## config.mk

```make
export PLATFORM = sky130hd
export DESIGN_NAME = line_position_kalman_filter_unit
export DESIGN_NICKNAME = d
export VERILOG_FILES = /design/src/hdl/lpkf_pkg.sv /design/src/hdl/lpkf_div.sv /design/src/hdl/lpkf_datapath.sv /design/src/hdl/lpkf_ctrl.sv /design/src/hdl/line_position_kalman_filter_unit.sv
export VERILOG_INCLUDE_DIRS = /design/src /design/src/hdl
export SDC_FILE = /design/constraint.sdc
export NUM_CORES = 2
export LEC_CHECK = 0
export BUFFER_PORTS_ARGS = -buffer_cell sky130_fd_sc_hd__buf_2
export CELL_PAD_IN_SITES_DETAIL_PLACEMENT = 1
export CELL_PAD_IN_SITES_GLOBAL_PLACEMENT = 1
export CORE_MARGIN = 2
export CORE_UTILIZATION = 51
export CTS_BUF_LIST = sky130_fd_sc_hd__clkbuf_16
export CTS_CLUSTER_SIZE = 25
export DETAILED_ROUTE_END_ITERATION = 6
export PLACE_DENSITY_LB_ADDON = 0.1
export SYNTH_ARGS = -nofsm -noshare
export SYNTH_HDL_FRONTEND = slang
export SYNTH_SLANG_ARGS = --single-unit
```

## constraint.sdc

```tcl
create_clock -name clk_i -period 14.4 [get_ports clk_i]
set_input_delay 2.16 -clock clk_i [delete_from_list [all_inputs] [get_ports clk_i]]
set_output_delay 2.16 -clock clk_i [all_outputs]
set_load 0.005 [all_outputs]
```

## src/hdl/line_position_kalman_filter_unit_macros.svh

```systemverilog
// Assertion macros used by the line position filter controller
`ifndef LINE_POSITION_KALMAN_FILTER_UNIT_MACROS_SVH
`define LINE_POSITION_KALMAN_FILTER_UNIT_MACROS_SVH
// same-cycle implication, clocked on clk_i, off during reset
`define LPKF_ASSERT_IMP(lbl, ante, cons, msg) \
  lbl: assert property (@(posedge clk_i) disable iff (!rst_ni) (ante) |-> (cons)) \
    else $error(msg);
// next-cycle implication
`define LPKF_ASSERT_NXT(lbl, ante, cons, msg) \
  lbl: assert property (@(posedge clk_i) disable iff (!rst_ni) (ante) |=> (cons)) \
    else $error(msg);
`endif

```

## src/hdl/lpkf_pkg.sv

```systemverilog
// Package: types, constants and codes of the line position filter
`timescale 1ns / 1ps
package lpkf_pkg;

  localparam int DIV_W = 50;
  localparam int MAG_W = DIV_W - 1;
  localparam int CNT_W = $clog2(MAG_W + 1);
  localparam int MUL_A_W = 42;
  localparam int MUL_B_W = 18;
  localparam int PROD_W = MUL_A_W + MUL_B_W;

  localparam logic [9:0]  RST_SENSOR_OFFSET = 10'd100;
  localparam logic [7:0]  RST_HALF_WIDTH    = 8'd200;
  localparam logic [20:0] RST_INIT_VAR      = 21'd10000;
  localparam logic [15:0] RST_PROC_NOISE    = 16'd100;
  localparam logic [7:0]  RST_NOISE_LEFT    = 8'd5;
  localparam logic [7:0]  RST_NOISE_RIGHT   = 8'd5;
  localparam logic [8:0]  RST_NOISE_CROSS   = 9'd0;
  localparam logic [7:0]  RST_DRIVE_DIV     = 8'd10;
  localparam logic [7:0]  PEAK_BRIGHTNESS   = 8'd255;

  typedef enum logic [2:0] {
    CFG_SENSOR_OFFSET = 3'd0,
    CFG_HALF_WIDTH    = 3'd1,
    CFG_INIT_VAR      = 3'd2,
    CFG_PROC_NOISE    = 3'd3,
    CFG_NOISE_LEFT    = 3'd4,
    CFG_NOISE_RIGHT   = 3'd5,
    CFG_NOISE_CROSS   = 3'd6,
    CFG_DRIVE_DIV     = 3'd7
  } cfg_idx_e;

  typedef struct packed {
    logic              req_type;
    logic [7:0]        light_left;
    logic [7:0]        light_right;
    logic signed [15:0] drive_left;
    logic signed [15:0] drive_right;
  } in_word_t;

  typedef struct packed {
    logic signed [31:0] position_out;
    logic signed [31:0] variance_out;
    logic               update_skipped;
  } out_word_t;

  typedef enum logic [4:0] {
    OP_NONE, OP_CAPTURE, OP_INIT, OP_PMUL, OP_PDIV, OP_PFIN, OP_SLOPE,
    OP_C1, OP_C2, OP_DET, OP_SKIP, OP_K1, OP_K2, OP_N1, OP_N2, OP_XDIV,
    OP_XFIN, OP_PC, OP_CDIV, OP_CFIN
  } dp_op_e;

  typedef enum logic [4:0] {
    ST_IDLE, ST_DISPATCH, ST_PDIV, ST_PWAIT, ST_PFIN, ST_SLOPE, ST_C1,
    ST_C2, ST_DET, ST_K1, ST_K2, ST_N1, ST_N2, ST_XDIV, ST_XWAIT, ST_XFIN,
    ST_PC, ST_CDIV, ST_CWAIT, ST_CFIN, ST_DONE
  } ctrl_state_e;

  typedef struct packed {
    dp_op_e op;
    logic   out_load;
  } dp_cmd_t;

  typedef struct packed {
    logic req_init;
    logic det_zero;
    logic div_done;
  } dp_sts_t;

endpackage

```

## src/hdl/lpkf_div.sv

```systemverilog
// Signed restoring divider, one quotient bit per cycle, truncating
`timescale 1ns / 1ps
module lpkf_div
  import lpkf_pkg::*;
(
  input  logic                    clk_i,
  input  logic                    rst_ni,
  input  logic                    start_i,
  input  logic signed [DIV_W-1:0] num_i,
  input  logic signed [DIV_W-1:0] den_i,
  output logic                    done_o,
  output logic signed [DIV_W-1:0] quot_o,
  output logic signed [DIV_W-1:0] rem_o
);

  logic             busy_q, busy_d;
  logic             done_q, done_d;
  logic [CNT_W-1:0] cnt_q, cnt_d;
  logic [MAG_W:0]   rem_q, rem_d;
  logic [MAG_W-1:0] quo_q, quo_d;
  logic [MAG_W-1:0] den_q, den_d;
  logic             qneg_q, qneg_d;
  logic             rneg_q, rneg_d;
  logic [DIV_W-1:0] num_abs, den_abs;
  logic [MAG_W:0]   rem_sh;
  logic [MAG_W:0]   rem_sub;

  always_comb begin
    num_abs = num_i[DIV_W-1] ? DIV_W'(-num_i) : DIV_W'(num_i);
    den_abs = den_i[DIV_W-1] ? DIV_W'(-den_i) : DIV_W'(den_i);
    rem_sh  = {rem_q[MAG_W-1:0], quo_q[MAG_W-1]};
    rem_sub = rem_sh - {1'b0, den_q};
    busy_d  = busy_q;
    done_d  = 1'b0;
    cnt_d   = cnt_q;
    rem_d   = rem_q;
    quo_d   = quo_q;
    den_d   = den_q;
    qneg_d  = qneg_q;
    rneg_d  = rneg_q;
    if (start_i) begin
      busy_d = 1'b1;
      cnt_d  = '0;
      rem_d  = '0;
      quo_d  = num_abs[MAG_W-1:0];
      den_d  = den_abs[MAG_W-1:0];
      qneg_d = num_i[DIV_W-1] ^ den_i[DIV_W-1];
      rneg_d = num_i[DIV_W-1];
    end else if (busy_q) begin
      if (rem_sh >= {1'b0, den_q}) begin
        rem_d = rem_sub;
        quo_d = {quo_q[MAG_W-2:0], 1'b1};
      end else begin
        rem_d = rem_sh;
        quo_d = {quo_q[MAG_W-2:0], 1'b0};
      end
      cnt_d = cnt_q + 1'b1;
      if (cnt_q == CNT_W'(MAG_W - 1)) begin
        busy_d = 1'b0;
        done_d = 1'b1;
      end
    end
  end

  always_ff @(posedge clk_i or negedge rst_ni) begin
    if (!rst_ni) begin
      busy_q <= 1'b0;
      done_q <= 1'b0;
      cnt_q  <= '0;
    end else begin
      busy_q <= busy_d;
      done_q <= done_d;
      cnt_q  <= cnt_d;
    end
  end

  always_ff @(posedge clk_i) begin
    rem_q  <= rem_d;
    quo_q  <= quo_d;
    den_q  <= den_d;
    qneg_q <= qneg_d;
    rneg_q <= rneg_d;
  end

  assign done_o = done_q;
  assign quot_o = qneg_q ? -signed'({1'b0, quo_q}) : signed'({1'b0, quo_q});
  assign rem_o  = rneg_q ? -signed'(rem_q) : signed'(rem_q);

endmodule

```

## src/hdl/lpkf_datapath.sv

```systemverilog
// Datapath: configuration, filter state, shared multiplier and divider
`timescale 1ns / 1ps
module lpkf_datapath
  import lpkf_pkg::*;
(
  input  logic       clk_i,
  input  logic       rst_ni,
  input  logic       cfg_valid_i,
  input  logic [2:0] cfg_index_i,
  input  logic [31:0] cfg_data_i,
  input  in_word_t   in_word_i,
  input  dp_cmd_t    cmd_i,
  output dp_sts_t    sts_o,
  output out_word_t  out_word_o
);

  logic [9:0]  soff_q;
  logic [7:0]  shw_q;
  logic [20:0] ivar_q;
  logic [15:0] pn_q;
  logic [7:0]  rl_q, rr_q;
  logic signed [8:0] rc_q;
  logic [7:0]  ddiv_q;

  logic signed [31:0] x_q, p_q;
  in_word_t           item_q;
  logic signed [DIV_W-1:0] acc_q, det_q;
  logic signed [17:0] c_q;
  logic signed [MUL_A_W-1:0] k1_q, k2_q;
  logic signed [9:0]  y1_q, y2_q;
  logic signed [11:0] f_q;
  logic signed [10:0] g1_q, g2_q;
  logic               skip_q;
  out_word_t          out_q;

  logic signed [MUL_A_W-1:0] mul_a;
  logic signed [MUL_B_W-1:0] mul_b;
  logic signed [PROD_W-1:0]  prod;
  logic signed [DIV_W-1:0]   prod_t;

  logic [7:0] div_eff;
  logic                    div_start;
  logic signed [DIV_W-1:0] div_num, div_den, div_quot, div_rem;
  logic                    div_done;

  logic signed [33:0] t1, t2;
  logic [7:0]         pv1, pv2;
  logic signed [1:0]  hs1, hs2;
  logic signed [11:0] f_c;
  logic signed [10:0] g1_c, g2_c;
  logic signed [16:0] drive_diff;
  logic signed [DIV_W:0] dq;
  logic                  r_pos, det_pos;

  function automatic logic [7:0] prof_val(input logic signed [33:0] t,
                                          input logic [7:0] hw);
    logic signed [33:0] hws;
    logic [7:0]         v;
    hws = signed'({26'd0, hw});
    if (t < -hws)      v = 8'd0;
    else if (t < 0)    v = 8'(34'sd255 + t);
    else if (t <= hws) v = 8'(34'sd255 - t);
    else               v = 8'd0;
    return v;
  endfunction

  function automatic logic signed [1:0] prof_slope(input logic signed [33:0] t,
                                                  input logic [7:0] hw);
    logic signed [33:0] hws;
    logic signed [1:0]  s;
    hws = signed'({26'd0, hw});
    if (t < -hws)      s = 2'sd0;
    else if (t < 0)    s = 2'sd1;
    else if (t <= hws) s = -2'sd1;
    else               s = 2'sd0;
    return s;
  endfunction

  function automatic logic signed [10:0] sel_sign(input logic signed [1:0] h,
                                                  input logic signed [10:0] v);
    logic signed [10:0] r;
    if (h == 2'sd1)       r = v;
    else if (h == -2'sd1) r = -v;
    else                  r = '0;
    return r;
  endfunction

  // config writes
  always_ff @(posedge clk_i or negedge rst_ni) begin
    if (!rst_ni) begin
      soff_q <= RST_SENSOR_OFFSET;
      shw_q  <= RST_HALF_WIDTH;
      ivar_q <= RST_INIT_VAR;
      pn_q   <= RST_PROC_NOISE;
      rl_q   <= RST_NOISE_LEFT;
      rr_q   <= RST_NOISE_RIGHT;
      rc_q   <= signed'(RST_NOISE_CROSS);
      ddiv_q <= RST_DRIVE_DIV;
    end else if (cfg_valid_i) begin
      case (cfg_idx_e'(cfg_index_i))
        CFG_SENSOR_OFFSET: soff_q <= cfg_data_i[9:0];
        CFG_HALF_WIDTH:    shw_q  <= cfg_data_i[7:0];
        CFG_INIT_VAR:      ivar_q <= cfg_data_i[20:0];
        CFG_PROC_NOISE:    pn_q   <= cfg_data_i[15:0];
        CFG_NOISE_LEFT:    rl_q   <= cfg_data_i[7:0];
        CFG_NOISE_RIGHT:   rr_q   <= cfg_data_i[7:0];
        CFG_NOISE_CROSS:   rc_q   <= signed'(cfg_data_i[8:0]);
        CFG_DRIVE_DIV:     ddiv_q <= cfg_data_i[7:0];
        default: ;
      endcase
    end
  end

  assign div_eff = (ddiv_q == 8'd0) ? 8'd1 : ddiv_q;
  assign drive_diff = 17'(item_q.drive_right) - 17'(item_q.drive_left);

  // shared multiplier operand select
  always_comb begin
    mul_a = '0;
    mul_b = '0;
    case (cmd_i.op)
      OP_PMUL: begin
        mul_a = MUL_A_W'(x_q);
        mul_b = signed'({10'd0, div_eff});
      end
      OP_C1: begin
        mul_a = signed'({34'd0, rl_q});
        mul_b = signed'({10'd0, rr_q});
      end
      OP_C2: begin
        mul_a = MUL_A_W'(rc_q);
        mul_b = MUL_B_W'(rc_q);
      end
      OP_DET: begin
        mul_a = MUL_A_W'(p_q);
        mul_b = MUL_B_W'(f_q);
      end
      OP_K1: begin
        mul_a = MUL_A_W'(p_q);
        mul_b = MUL_B_W'(g1_q);
      end
      OP_K2: begin
        mul_a = MUL_A_W'(p_q);
        mul_b = MUL_B_W'(g2_q);
      end
      OP_N1: begin
        mul_a = k1_q;
        mul_b = MUL_B_W'(y1_q);
      end
      OP_N2: begin
        mul_a = k2_q;
        mul_b = MUL_B_W'(y2_q);
      end
      OP_PC: begin
        mul_a = MUL_A_W'(p_q);
        mul_b = MUL_B_W'(c_q);
      end
      default: ;
    endcase
  end

  assign prod   = mul_a * mul_b;
  assign prod_t = prod[DIV_W-1:0];

  // slopes and innovations from the predicted position
  always_comb begin
    t1   = 34'(x_q) + signed'({24'd0, soff_q});
    t2   = 34'(x_q) - signed'({24'd0, soff_q});
    pv1  = prof_val(t1, shw_q);
    pv2  = prof_val(t2, shw_q);
    hs1  = prof_slope(t1, shw_q);
    hs2  = prof_slope(t2, shw_q);
    f_c  = ((hs2 != 2'sd0) ? signed'({4'd0, rl_q}) : 12'sd0)
         + ((hs1 != 2'sd0) ? signed'({4'd0, rr_q}) : 12'sd0)
         - 12'(sel_sign(2'(hs1 * hs2), 11'(rc_q) <<< 1));
    g1_c = sel_sign(hs1, signed'({3'd0, rr_q})) - sel_sign(hs2, 11'(rc_q));
    g2_c = sel_sign(hs2, signed'({3'd0, rl_q})) - sel_sign(hs1, 11'(rc_q));
  end

  // divider operands
  always_comb begin
    div_start = 1'b0;
    div_num   = acc_q;
    div_den   = det_q;
    case (cmd_i.op)
      OP_PDIV: begin
        div_start = 1'b1;
        div_den   = signed'({{(DIV_W-8){1'b0}}, div_eff});
      end
      OP_XDIV: div_start = 1'b1;
      OP_CDIV: div_start = 1'b1;
      default: ;
    endcase
  end

  lpkf_div u_div (
    .clk_i   (clk_i),
    .rst_ni  (rst_ni),
    .start_i (div_start),
    .num_i   (div_num),
    .den_i   (div_den),
    .done_o  (div_done),
    .quot_o  (div_quot),
    .rem_o   (div_rem)
  );

  // variance correction: p - trunc(p - p*c/det)
  always_comb begin
    r_pos   = !div_rem[DIV_W-1] && (div_rem != '0);
    det_pos = !det_q[DIV_W-1] && (det_q != '0);
    dq      = (DIV_W+1)'(p_q) - (DIV_W+1)'(div_quot);
    if (div_rem != '0) begin
      if ((r_pos == det_pos) && (dq > 0))       dq = dq - 2'sd1;
      else if ((r_pos != det_pos) && (dq < 0))  dq = dq + 2'sd1;
    end
  end

  always_ff @(posedge clk_i or negedge rst_ni) begin
    if (!rst_ni) begin
      x_q <= '0;
      p_q <= signed'({11'd0, RST_INIT_VAR});
    end else begin
      case (cmd_i.op)
        OP_INIT: begin
          x_q <= '0;
          p_q <= signed'({11'd0, ivar_q});
        end
        OP_PFIN: begin
          x_q <= div_quot[31:0];
          p_q <= p_q + signed'({16'd0, pn_q});
        end
        OP_XFIN: x_q <= x_q + div_quot[31:0];
        OP_CFIN: p_q <= p_q - dq[31:0];
        default: ;
      endcase
    end
  end

  always_ff @(posedge clk_i) begin
    case (cmd_i.op)
      OP_CAPTURE: begin
        item_q <= in_word_i;
        skip_q <= 1'b0;
      end
      OP_INIT: skip_q <= 1'b0;
      OP_PMUL: acc_q <= prod_t + DIV_W'(drive_diff);
      OP_SLOPE: begin
        y1_q <= signed'({2'd0, item_q.light_left}) - signed'({2'd0, pv1});
        y2_q <= signed'({2'd0, item_q.light_right}) - signed'({2'd0, pv2});
        f_q  <= f_c;
        g1_q <= g1_c;
        g2_q <= g2_c;
      end
      OP_C1:   acc_q <= prod_t;
      OP_C2:   c_q   <= 18'(acc_q - prod_t);
      OP_DET:  det_q <= prod_t + DIV_W'(c_q);
      OP_SKIP: skip_q <= 1'b1;
      OP_K1:   k1_q  <= prod[MUL_A_W-1:0];
      OP_K2:   k2_q  <= prod[MUL_A_W-1:0];
      OP_N1:   acc_q <= prod_t;
      OP_N2:   acc_q <= acc_q + prod_t;
      OP_PC:   acc_q <= prod_t;
      default: ;
    endcase
    if (cmd_i.out_load) begin
      out_q.position_out   <= x_q;
      out_q.variance_out   <= p_q;
      out_q.update_skipped <= skip_q;
    end
  end

  assign sts_o.req_init = item_q.req_type;
  assign sts_o.det_zero = (det_q == '0);
  assign sts_o.div_done = div_done;
  assign out_word_o     = out_q;

endmodule

```

## src/hdl/lpkf_ctrl.sv

```systemverilog
// Controller: sequences one filter word through the datapath
`timescale 1ns / 1ps
`include "line_position_kalman_filter_unit_macros.svh"
module lpkf_ctrl
  import lpkf_pkg::*;
(
  input  logic    clk_i,
  input  logic    rst_ni,
  input  logic    in_valid_i,
  output logic    in_ready_o,
  output logic    out_valid_o,
  input  logic    out_ready_i,
  output dp_cmd_t cmd_o,
  input  dp_sts_t sts_i
);

  ctrl_state_e state_q, state_d;
  logic        out_valid_q, out_valid_d;

  always_ff @(posedge clk_i or negedge rst_ni) begin
    if (!rst_ni) begin
      state_q     <= ST_IDLE;
      out_valid_q <= 1'b0;
    end else begin
      state_q     <= state_d;
      out_valid_q <= out_valid_d;
    end
  end

  always_comb begin
    state_d      = state_q;
    cmd_o.op     = OP_NONE;
    cmd_o.out_load = 1'b0;
    in_ready_o   = 1'b0;
    case (state_q)
      ST_IDLE: begin
        in_ready_o = 1'b1;
        if (in_valid_i) begin
          cmd_o.op = OP_CAPTURE;
          state_d  = ST_DISPATCH;
        end
      end
      ST_DISPATCH: begin
        if (sts_i.req_init) begin
          cmd_o.op = OP_INIT;
          state_d  = ST_DONE;
        end else begin
          cmd_o.op = OP_PMUL;
          state_d  = ST_PDIV;
        end
      end
      ST_PDIV: begin
        cmd_o.op = OP_PDIV;
        state_d  = ST_PWAIT;
      end
      ST_PWAIT: if (sts_i.div_done) state_d = ST_PFIN;
      ST_PFIN: begin
        cmd_o.op = OP_PFIN;
        state_d  = ST_SLOPE;
      end
      ST_SLOPE: begin
        cmd_o.op = OP_SLOPE;
        state_d  = ST_C1;
      end
      ST_C1: begin
        cmd_o.op = OP_C1;
        state_d  = ST_C2;
      end
      ST_C2: begin
        cmd_o.op = OP_C2;
        state_d  = ST_DET;
      end
      ST_DET: begin
        cmd_o.op = OP_DET;
        state_d  = ST_K1;
      end
      ST_K1: begin
        if (sts_i.det_zero) begin
          cmd_o.op = OP_SKIP;
          state_d  = ST_DONE;
        end else begin
          cmd_o.op = OP_K1;
          state_d  = ST_K2;
        end
      end
      ST_K2: begin
        cmd_o.op = OP_K2;
        state_d  = ST_N1;
      end
      ST_N1: begin
        cmd_o.op = OP_N1;
        state_d  = ST_N2;
      end
      ST_N2: begin
        cmd_o.op = OP_N2;
        state_d  = ST_XDIV;
      end
      ST_XDIV: begin
        cmd_o.op = OP_XDIV;
        state_d  = ST_XWAIT;
      end
      ST_XWAIT: if (sts_i.div_done) state_d = ST_XFIN;
      ST_XFIN: begin
        cmd_o.op = OP_XFIN;
        state_d  = ST_PC;
      end
      ST_PC: begin
        cmd_o.op = OP_PC;
        state_d  = ST_CDIV;
      end
      ST_CDIV: begin
        cmd_o.op = OP_CDIV;
        state_d  = ST_CWAIT;
      end
      ST_CWAIT: if (sts_i.div_done) state_d = ST_CFIN;
      ST_CFIN: begin
        cmd_o.op = OP_CFIN;
        state_d  = ST_DONE;
      end
      ST_DONE: begin
        if (!out_valid_q || out_ready_i) begin
          cmd_o.out_load = 1'b1;
          state_d        = ST_IDLE;
        end
      end
      default: state_d = ST_IDLE;
    endcase
  end

  always_comb begin
    out_valid_d = out_valid_q;
    if (cmd_o.out_load)   out_valid_d = 1'b1;
    else if (out_ready_i) out_valid_d = 1'b0;
  end

  assign out_valid_o = out_valid_q;

  `LPKF_ASSERT_NXT(a_accept_leaves_idle, state_q == ST_IDLE && in_valid_i,
                   state_q == ST_DISPATCH, "accepted word did not start")
  `LPKF_ASSERT_IMP(a_div_done_waiting, sts_i.div_done,
                   state_q == ST_PWAIT || state_q == ST_XWAIT || state_q == ST_CWAIT,
                   "divider finished outside a wait state")
  `LPKF_ASSERT_IMP(a_no_overwrite, cmd_o.out_load, !out_valid_q || out_ready_i,
                   "result register overwritten while held")
  `LPKF_ASSERT_NXT(a_load_shows, cmd_o.out_load, out_valid_q && state_q == ST_IDLE,
                   "loaded result not presented")

endmodule

```

## src/hdl/line_position_kalman_filter_unit.sv

```systemverilog
// Top level of the line position filter: controller, datapath and ports
// Usage:
//   Input channel in_valid_i/in_ready_o carries one word per request: init
//   (reset position to 0, variance to initial_variance) or filter step with
//   two light readings and two wheel drive commands.
//   Output channel out_valid_o/out_ready_i returns one word per request:
//   position, variance and the skipped-update flag.
//   Config channel cfg_valid_i/cfg_ready_o writes register cfg_index_i with
//   cfg_data_i; always ready, write only while idle.
//   An init word only resets the filter state; a step makes three passes
//   through the shared bit-serial divider (each: start, 49 quotient bits,
//   done) plus the multiply sequence.  Without the update (zero
//   determinant) a step makes only the first divider pass.
//   One word is in work at a time; the input is ready again in the cycle
//   after the result is loaded.
//   A stalled receiver holds the result; a finished word then waits for it.
//   Reset: all configuration registers return to their defaults, position
//   clears and variance loads the default initial variance.
`timescale 1ns / 1ps
module line_position_kalman_filter_unit
  import lpkf_pkg::*;
(
  input  logic       clk_i,
  input  logic       rst_ni,
  input  logic       in_valid_i,
  output logic       in_ready_o,
  input  in_word_t   in_word_i,
  output logic       out_valid_o,
  input  logic       out_ready_i,
  output out_word_t  out_word_o,
  input  logic       cfg_valid_i,
  output logic       cfg_ready_o,
  input  logic [2:0] cfg_index_i,
  input  logic [31:0] cfg_data_i
);

  dp_cmd_t cmd;
  dp_sts_t sts;

  assign cfg_ready_o = 1'b1;

  lpkf_ctrl u_ctrl (
    .clk_i       (clk_i),
    .rst_ni      (rst_ni),
    .in_valid_i  (in_valid_i),
    .in_ready_o  (in_ready_o),
    .out_valid_o (out_valid_o),
    .out_ready_i (out_ready_i),
    .cmd_o       (cmd),
    .sts_i       (sts)
  );

  lpkf_datapath u_dp (
    .clk_i       (clk_i),
    .rst_ni      (rst_ni),
    .cfg_valid_i (cfg_valid_i),
    .cfg_index_i (cfg_index_i),
    .cfg_data_i  (cfg_data_i),
    .in_word_i   (in_word_i),
    .cmd_i       (cmd),
    .sts_o       (sts),
    .out_word_o  (out_word_o)
  );

endmodule

```

==> Yosys cells after proc, flatten, opt, wreduce, memory -nomap -nowiden <==
Index checks and enable logic that the tools add are counted.
{ "classes": {"mux": 69, "magnitude_cmp": 9, "mul": 2, "reduce_logical": 35, "n_bitwise": 1, "addsub": 34, "eq_ne": 60} }
{ "ops": {"columns": ["operator", "n"], "rows": [
  ["42-bit case mux with 6 select lines", 1],
  ["50-bit two-way mux", 4],
  ["49-bit two-way mux", 4],
  ["32-bit case mux with 3 select lines", 2],
  ["18-bit case mux with 9 select lines", 1],
  ["50-bit case mux with 3 select lines", 1],
  ["11-bit two-way mux", 10],
  ["5-bit case mux with 21 select lines", 1],
  ["50-bit nonzero test", 2],
  ["49-bit negation", 2],
  ["32-bit two-way mux", 3],
  ["5-bit case mux with 17 select lines", 1],
  ["5-bit by 4-bit == test with 1-bit output, second input constant", 16],
  ["8-bit two-way mux", 9],
  ["33-bit by 34-bit less-than comparator with 1-bit output", 2],
  ["33-bit by 9-bit less-or-equal comparator with 1-bit output", 2],
  ["33-bit by 1-bit less-than comparator with 1-bit output, second input constant", 2],
  ["51-bit by 1-bit > comparator with 1-bit output, second input constant", 1],
  ["51-bit by 1-bit less-than comparator with 1-bit output, second input constant", 1],
  ["32-bit by 50-bit subtractor with 51-bit output", 1],
  ["50-bit by 17-bit adder with 50-bit output", 1],
  ["50-bit by 18-bit adder with 50-bit output", 1],
  ["50-bit adder", 1],
  ["50-bit by 49-bit >= comparator with 1-bit output", 1],
  ["59 further kinds", 140]
]} }
{ "totals": {"register_bits": 687, "wordCells": 249} }

==> Logic depth before layout (Yosys ltp) <==
{ "logic_depth": {"depth_word": 11, "depth_mapped": 54} }

==> Cells and area by module <==
From an unflattened synthesis, not the netlist that was laid out.
{ "hier_totals": {"cells_unflattened": 9409, "hier_area_um2": 82380.3} }
{ "by_module_without_submodules": {"columns": ["module", "cells_per_inst", "instances", "area_each_um2"], "rows": [
  ["lpkf_datapath", 7708, 1, 68358.1],
  ["lpkf_div", 1612, 1, 13340.3],
  ["lpkf_ctrl", 87, 1, 670.6],
  ["line_position_kalman_filter_unit", 2, 1, 11.3]
]} }

==> Worst setup path after synthesis <==
OpenSTA, ideal clock, no wires.
{ "synth_path": {"path_kind": "register to register", "startpoint": "register u_ctrl.state_q[1]", "endpoint": "register u_dp.acc_q[48] (data pin)", "path_buffers": 5, "path_stages_with_launch": 49, "path_slack_ns": 2.290, "arrival_ns": 11.851, "path_cell_list": "dfrtp_1 -> clkbuf_1 -> or3_1 -> nor2_1 -> clkbuf_1 -> a22oi_1 -> nand3_1 -> a211o_1 -> clkbuf_1 -> buf_1 -> nand2_1 -> fa_1 -> inv_1 -> fa_1 -> inv_1 -> fa_1 -> inv_1 -> fa_1 -> [... 13 more ...] -> nor2_1 -> o21ai_0 -> nand2b_1 -> a21oi_1 -> xnor2_1 -> fa_1 -> ha_1 -> and3_1 -> a21oi_1 -> inv_1 -> nor2_1 -> o21ai_0 -> a21oi_1 -> o21ai_0 -> and2_1 -> o2111ai_1 -> o311ai_0 -> a211o_1"} }
{ "synth_between": {"elab_chain_len": 8, "elab_cells_between_ends": 35, "classes_between": "2 x add/sub; 1 x mul; 25 x eq/ne; 4 x mux; 3 x reduce/logical"} }
{ "synth_lines": {"columns": ["item", "line", "text"], "rows": [
  ["from (decl)", "lpkf_ctrl.sv:17", "ctrl_state_e state_q, state_d;"],
  ["from (signal assigned)", "lpkf_ctrl.sv:25", "state_q <= state_d;"],
  ["5-bit == test (tied with other cells)", "lpkf_ctrl.sv:35", "case (state_q)"],
  ["5-bit case mux with 17 select lines (*)", "lpkf_ctrl.sv:35", null],
  ["5-bit == test or 5-bit by 4-bit == test with 1-bit output (tied branches)", "lpkf_datapath.sv:121", "case (cmd_i.op)"],
  ["4-bit OR reduction (no source line)", null, null],
  ["42-bit case mux with 6 select lines", "lpkf_datapath.sv:121", null],
  ["42-bit by 18-bit multiplier with 50-bit output (*)", "lpkf_datapath.sv:162", "assign prod = mul_a * mul_b;"],
  ["named net u_dp.prod[37]", "lpkf_datapath.sv:38", "logic signed [PROD_W-1:0] prod;"],
  ["50-bit adder or 50-bit by 17-bit adder with 50-bit output (tied branches)", "lpkf_datapath.sv:261, lpkf_datapath.sv:246", null],
  ["50-bit case mux with 3 select lines (*)", "lpkf_datapath.sv:240", "case (cmd_i.op)"],
  ["to (signal assigned)", "lpkf_datapath.sv:260", "OP_N1: acc_q <= prod_t;"],
  ["to (signal assigned)", "lpkf_datapath.sv:261", "OP_N2: acc_q <= acc_q + prod_t;"],
  ["to (signal assigned)", "lpkf_datapath.sv:262", "OP_PC: acc_q <= prod_t;"],
  ["to (decl)", "lpkf_datapath.sv:27", "logic signed [DIV_W-1:0] acc_q, det_q;"]
]} }
The timed path passes the listed nets; every way through them passes the cells marked *.
A chain may end at the register's enable or synchronous reset.

==> Worst setup path after layout <==
{ "layout_path": {"startpoint": "register u_dp.det_q[11]", "endpoint": "register u_dp.acc_q[49] (data pin)"} }
{ "layout_between": {"elab_chain_len": 9, "elab_cells_between_ends": 20, "classes_between": "2 x add/sub; 1 x mul; 9 x eq/ne; 5 x mux; 3 x reduce/logical"} }
{ "layout_lines": {"columns": ["item", "line", "text"], "rows": [
  ["from (decl)", "lpkf_datapath.sv:27", null],
  ["from (signal assigned)", "lpkf_datapath.sv:256", "OP_DET: det_q <= prod_t + DIV_W'(c_q);"],
  ["50-bit logical NOT (*)", "lpkf_datapath.sv:273", "assign sts_o.det_zero = (det_q == '0);"],
  ["1-bit two-way mux (*)", "lpkf_ctrl.sv:78", "if (sts_i.det_zero) begin"],
  ["5-bit case mux with 17 select lines (*)", "lpkf_ctrl.sv:35", null],
  ["5-bit == test or 5-bit by 4-bit == test with 1-bit output (tied branches)", "lpkf_datapath.sv:121, lpkf_datapath.sv:240", null],
  ["4-bit OR reduction (no source line)", null, null],
  ["42-bit case mux with 6 select lines", "lpkf_datapath.sv:121", null],
  ["42-bit by 18-bit multiplier with 50-bit output", "lpkf_datapath.sv:162", null],
  ["50-bit adder or 50-bit by 17-bit adder with 50-bit output (tied branches)", "lpkf_datapath.sv:261, lpkf_datapath.sv:246", null],
  ["50-bit case mux with 3 select lines (*)", "lpkf_datapath.sv:240", null]
]} }
Every way passes the cells marked *; elsewhere a longest branch is shown, timed or not.

==> results.cfg <==
[outcome]
status = finished clean

[sta]
max_freq_ghz = 0.0727
slew_headroom_pct = 22.1
skew_ns = 0.0456
period_minus_slack_ns = 13.76
fin_crit_sh_pct = 95.5
fin_hold_ws_ns = 0.472
finalHoldViolCount = 0
finalMaxSlewViolations = 0
setup_tns_ns = 0
worst_slew_pin_slew_ns = 1.16
setup_viol = 0
rsz0062_at_grt = no

[detailed_routing]
top_layer_used = met5
ant_nets = 0
drt_iter0_drc = 6175
first_pass_iters = 5
route.met3.wl_um = 25500
drt_wl_total_um = 308000
met2_length_um = 138000
wl_met1_um = 126000
vias = 69500
wl_per_cell_um = 27.8
drc_errors = 0
via_per_inst = 6.27

[clocking]
postCtsSetupBuffers = 0
cts_buffer_depth = 3
insertion_delay_ns = 0.73
h-tree-depth = 3
cts_sinks = 685
clock-root-buffer = clkbuf_16
cts_tree = built
clk_pin_slew_ns = 0.06
cts-resized-gates = 0
numCtsBuffers = 85
cts_hold_buf = 0

[global_routing]
grt_pass1_wl_um = 460000
grt_overflow_total = 0
grt_usage_pct = 39.0
grt_max_degree = 102
grt_pass1_vias = 72400
antenna_found_initial = 16

[setup_path]
crit_top_cell = fa_1
cpPeakStageDelay_ns = 0.64
rr_endpoint = u_dp.acc_q[49]
critical_path.slowest_cell = or4_1
path_class = register to register
reg2reg_setup_slack_ns = 0.64
worst-r2r-cell-count = 45
start_kind = register
cp_max_fo = 36
critPathArrivalTime_ns = 14.20
endpoint_kind = register
rr_startpoint = u_dp.det_q[11]
cp.required_ns = 14.85

[cells_and_area]
finalCoreUtilization_pct = 56.0
final_net_count = 10400
final_cells = 11100
syn_to_final_growth_pct = 8.80
layout-drive-gt1-share_pct = 7.94
fillers = 17700

[power]
p_leak_nw = 37.8
pwr_density_cell_mw_per_mm2 = 61.8
ir_drop_v = 0.0000862

[floorplanning]
rows = 143
io_pins = 157
die_w_um = 396
dieArea_mm2 = 0.157
start_util_pct = 51.5
fp.dieH_um = 396
core_area_mm2 = 0.152

[min_path]
hold_end = u_dp.out_word_o[25]
hold_path.class = register to register
hold_depth = 0
hp-start = u_dp.p_q[24]

[placement]
routabilityCongestion = 0.987
dpl.cell_count = 10900
hpwl_um = 248000
port_buffers = 144

[logic_synthesis]
syn_area_per_cell_um2 = 8.85
synth-edff-count = 469
ys_ff_latch = 685
synth_flop_cell = edfxtp_1
ys_seq_area_share_pct = 24.6
ys_async_sr_fraction_pct = 24.2
synth_nets = 10300
netlist_area_mm2 = 0.0784
synth.distinct_cells = 99
yosysWarnings = 0
syn_inst = 8868

[flow_run]
drv_cap = 0
cells in the final DEF, fill, tap and decap left out, types with 28 or more instances in the layout:
master	Yosys	final
o21a_1	71	70
edfxtp_1	469	469
or3_1	53	52
a221oi_1	29	29
nand2b_1	109	109
ha_1	634	634
nor2b_1	72	72
nand3_1	133	132
o21ai_0	461	461
clkbuf_16	0	87
nand2_1	1019	1017
and2_1	48	48
dfxtp_1	50	50
inv_1	1053	1067
and3_1	56	54
nor2_1	714	708
o211ai_1	41	41
o41ai_1	28	28
mux2i_1	29	29
xor2_1	314	314
a21oi_1	543	539
a211oi_1	56	51
o21bai_1	86	86
a21o_1	249	249
buf_2	3	143
a31oi_1	46	46
fa_1	683	683
dfrtp_1	141	140
a221o_1	29	29
o31ai_1	68	68
mux2_2	73	73
buf_4	2	239
xnor2_1	337	336
or4_1	29	29
nand4_1	63	63
nor3_1	146	142
nor4_1	75	70
o221ai_1	44	44
a22oi_1	98	98
or2_2	31	31
cells in the mapped netlist (75+ instances only):
cell         n  area (um2)
dfrtp_1    141        3530
nand2_1   1019        3820
xnor2_1    337        2950
a21o_1     249        1870
o21ai_0    461        2310
edfxtp_1   469       14100
nor2_1     714        2680
nand2b_1   109         682
nor3_1     146         731
ha_1       634        7930
inv_1     1053        3950
fa_1       683       13700
xor2_1     314        2750
nand3_1    133         666
nor4_1      75         469
a21oi_1    543        2720
a22oi_1     98         736
o21bai_1    86         646
clkbuf_1   316        1190
area by class of cell:
type	count	area, um2	area share (%)
Multi-Input combinational cell	6773	54100	63.4
Sequential cell	685	19300	22.6
Inverter	1055	3960	4.64
Timing Repair Buffer	384	2540	2.98
Tap cell	2030	2540	2.98
Clock buffer	87	2180	2.55
Clock inverter	72	774	0.908
Antenna cell	2	5.00	0.00586
sequential cells by signal, indices dropped and copies added (netlist names), 10 cells and up:
register and count:
u_dp.u_div.den_q 49, u_dp.u_div.quo_q 49, u_dp.ivar_q 21, u_dp.item_q 48, u_dp.f_q 12, u_dp.out_word_o 65, u_dp.k2_q 42, u_dp.det_q 50
u_dp.g2_q 11, u_dp.u_div.rem_q 50, u_dp.pn_q 16, u_dp.k1_q 42, u_dp.p_q 32, u_dp.soff_q 10, u_dp.g1_q 11, u_dp.c_q 18
u_dp.acc_q 50, u_dp.x_q 32
how the worst max path moves through the flow:
stage                                 start  slack, ns  cells past startpoint        endpoint
final                        u_dp.det_q[11]       0.64                     45  u_dp.acc_q[49]
after global routing         u_dp.det_q[11]       0.19                     45  u_dp.acc_q[49]
after CTS                    u_dp.det_q[11]       0.30                     46  u_dp.acc_q[49]
after detailed placement     u_dp.det_q[11]       0.38                     46  u_dp.acc_q[49]
after global placement       u_dp.det_q[11]       0.89                     46  u_dp.acc_q[49]
after floorplan           u_ctrl.state_q[1]       2.29                     48  u_dp.acc_q[48]
cell families after synthesis:
group	Yosys count	synth area share (%)
AND/OR/NAND/NOR	2623	15.2
AO/OA/AOI/OAI	2078	17.2
buffers and inverters	1410	6.77
adder cells (fa/ha/maj)	1317	27.5
flip-flops	685	24.6
XOR/XNOR	652	7.29
multiplexers	102	1.42
other	1	0.00478
through the flow:
stage / total power, mW / setup WS, ns / instance area, um2
floorplan: 2.72 / 2.29 / 78400
global placement: 2.92 / 0.890 / 82400
detailed placement: 2.96 / 0.376 / 82400
CTS: 5.27 / 0.304 / 85300
global route: 5.43 / 0.191 / 85300
finish: 5.27 / 0.645 / 85300
worst max-delay path: cells and delay by family, from the launching register on:
kind / cells / cell delay [ns]
simple gates: 11 / 2.82
buf+inv: 8 / 1.41
xor+xnor: 2 / 0.64
compound gates: 14 / 3.63
flops: 1 / 0.46
fa+ha+maj: 9 / 4.31
mux: 1 / 0.12
power by group:
part	switching, mW	leakage [nW]	internal, mW
Combinational	0.423	30.1	0.284
Clock	0.998	1.48	1.33
Sequential	0.0805	6.27	2.16
Total	1.50	37.8	3.77
metal layers:
| metal | track usage [%] | up-vias |
|---|---|---|
| li1 | - | 30700 |
| met1 | 51.3 | 35400 |
| met2 | 61.4 | 2713 |
| met3 | 7.54 | 749 |
| met4 | 20.0 | 16 |
| met5 | 0 | - |
Power figures use the tool's default switching activity.
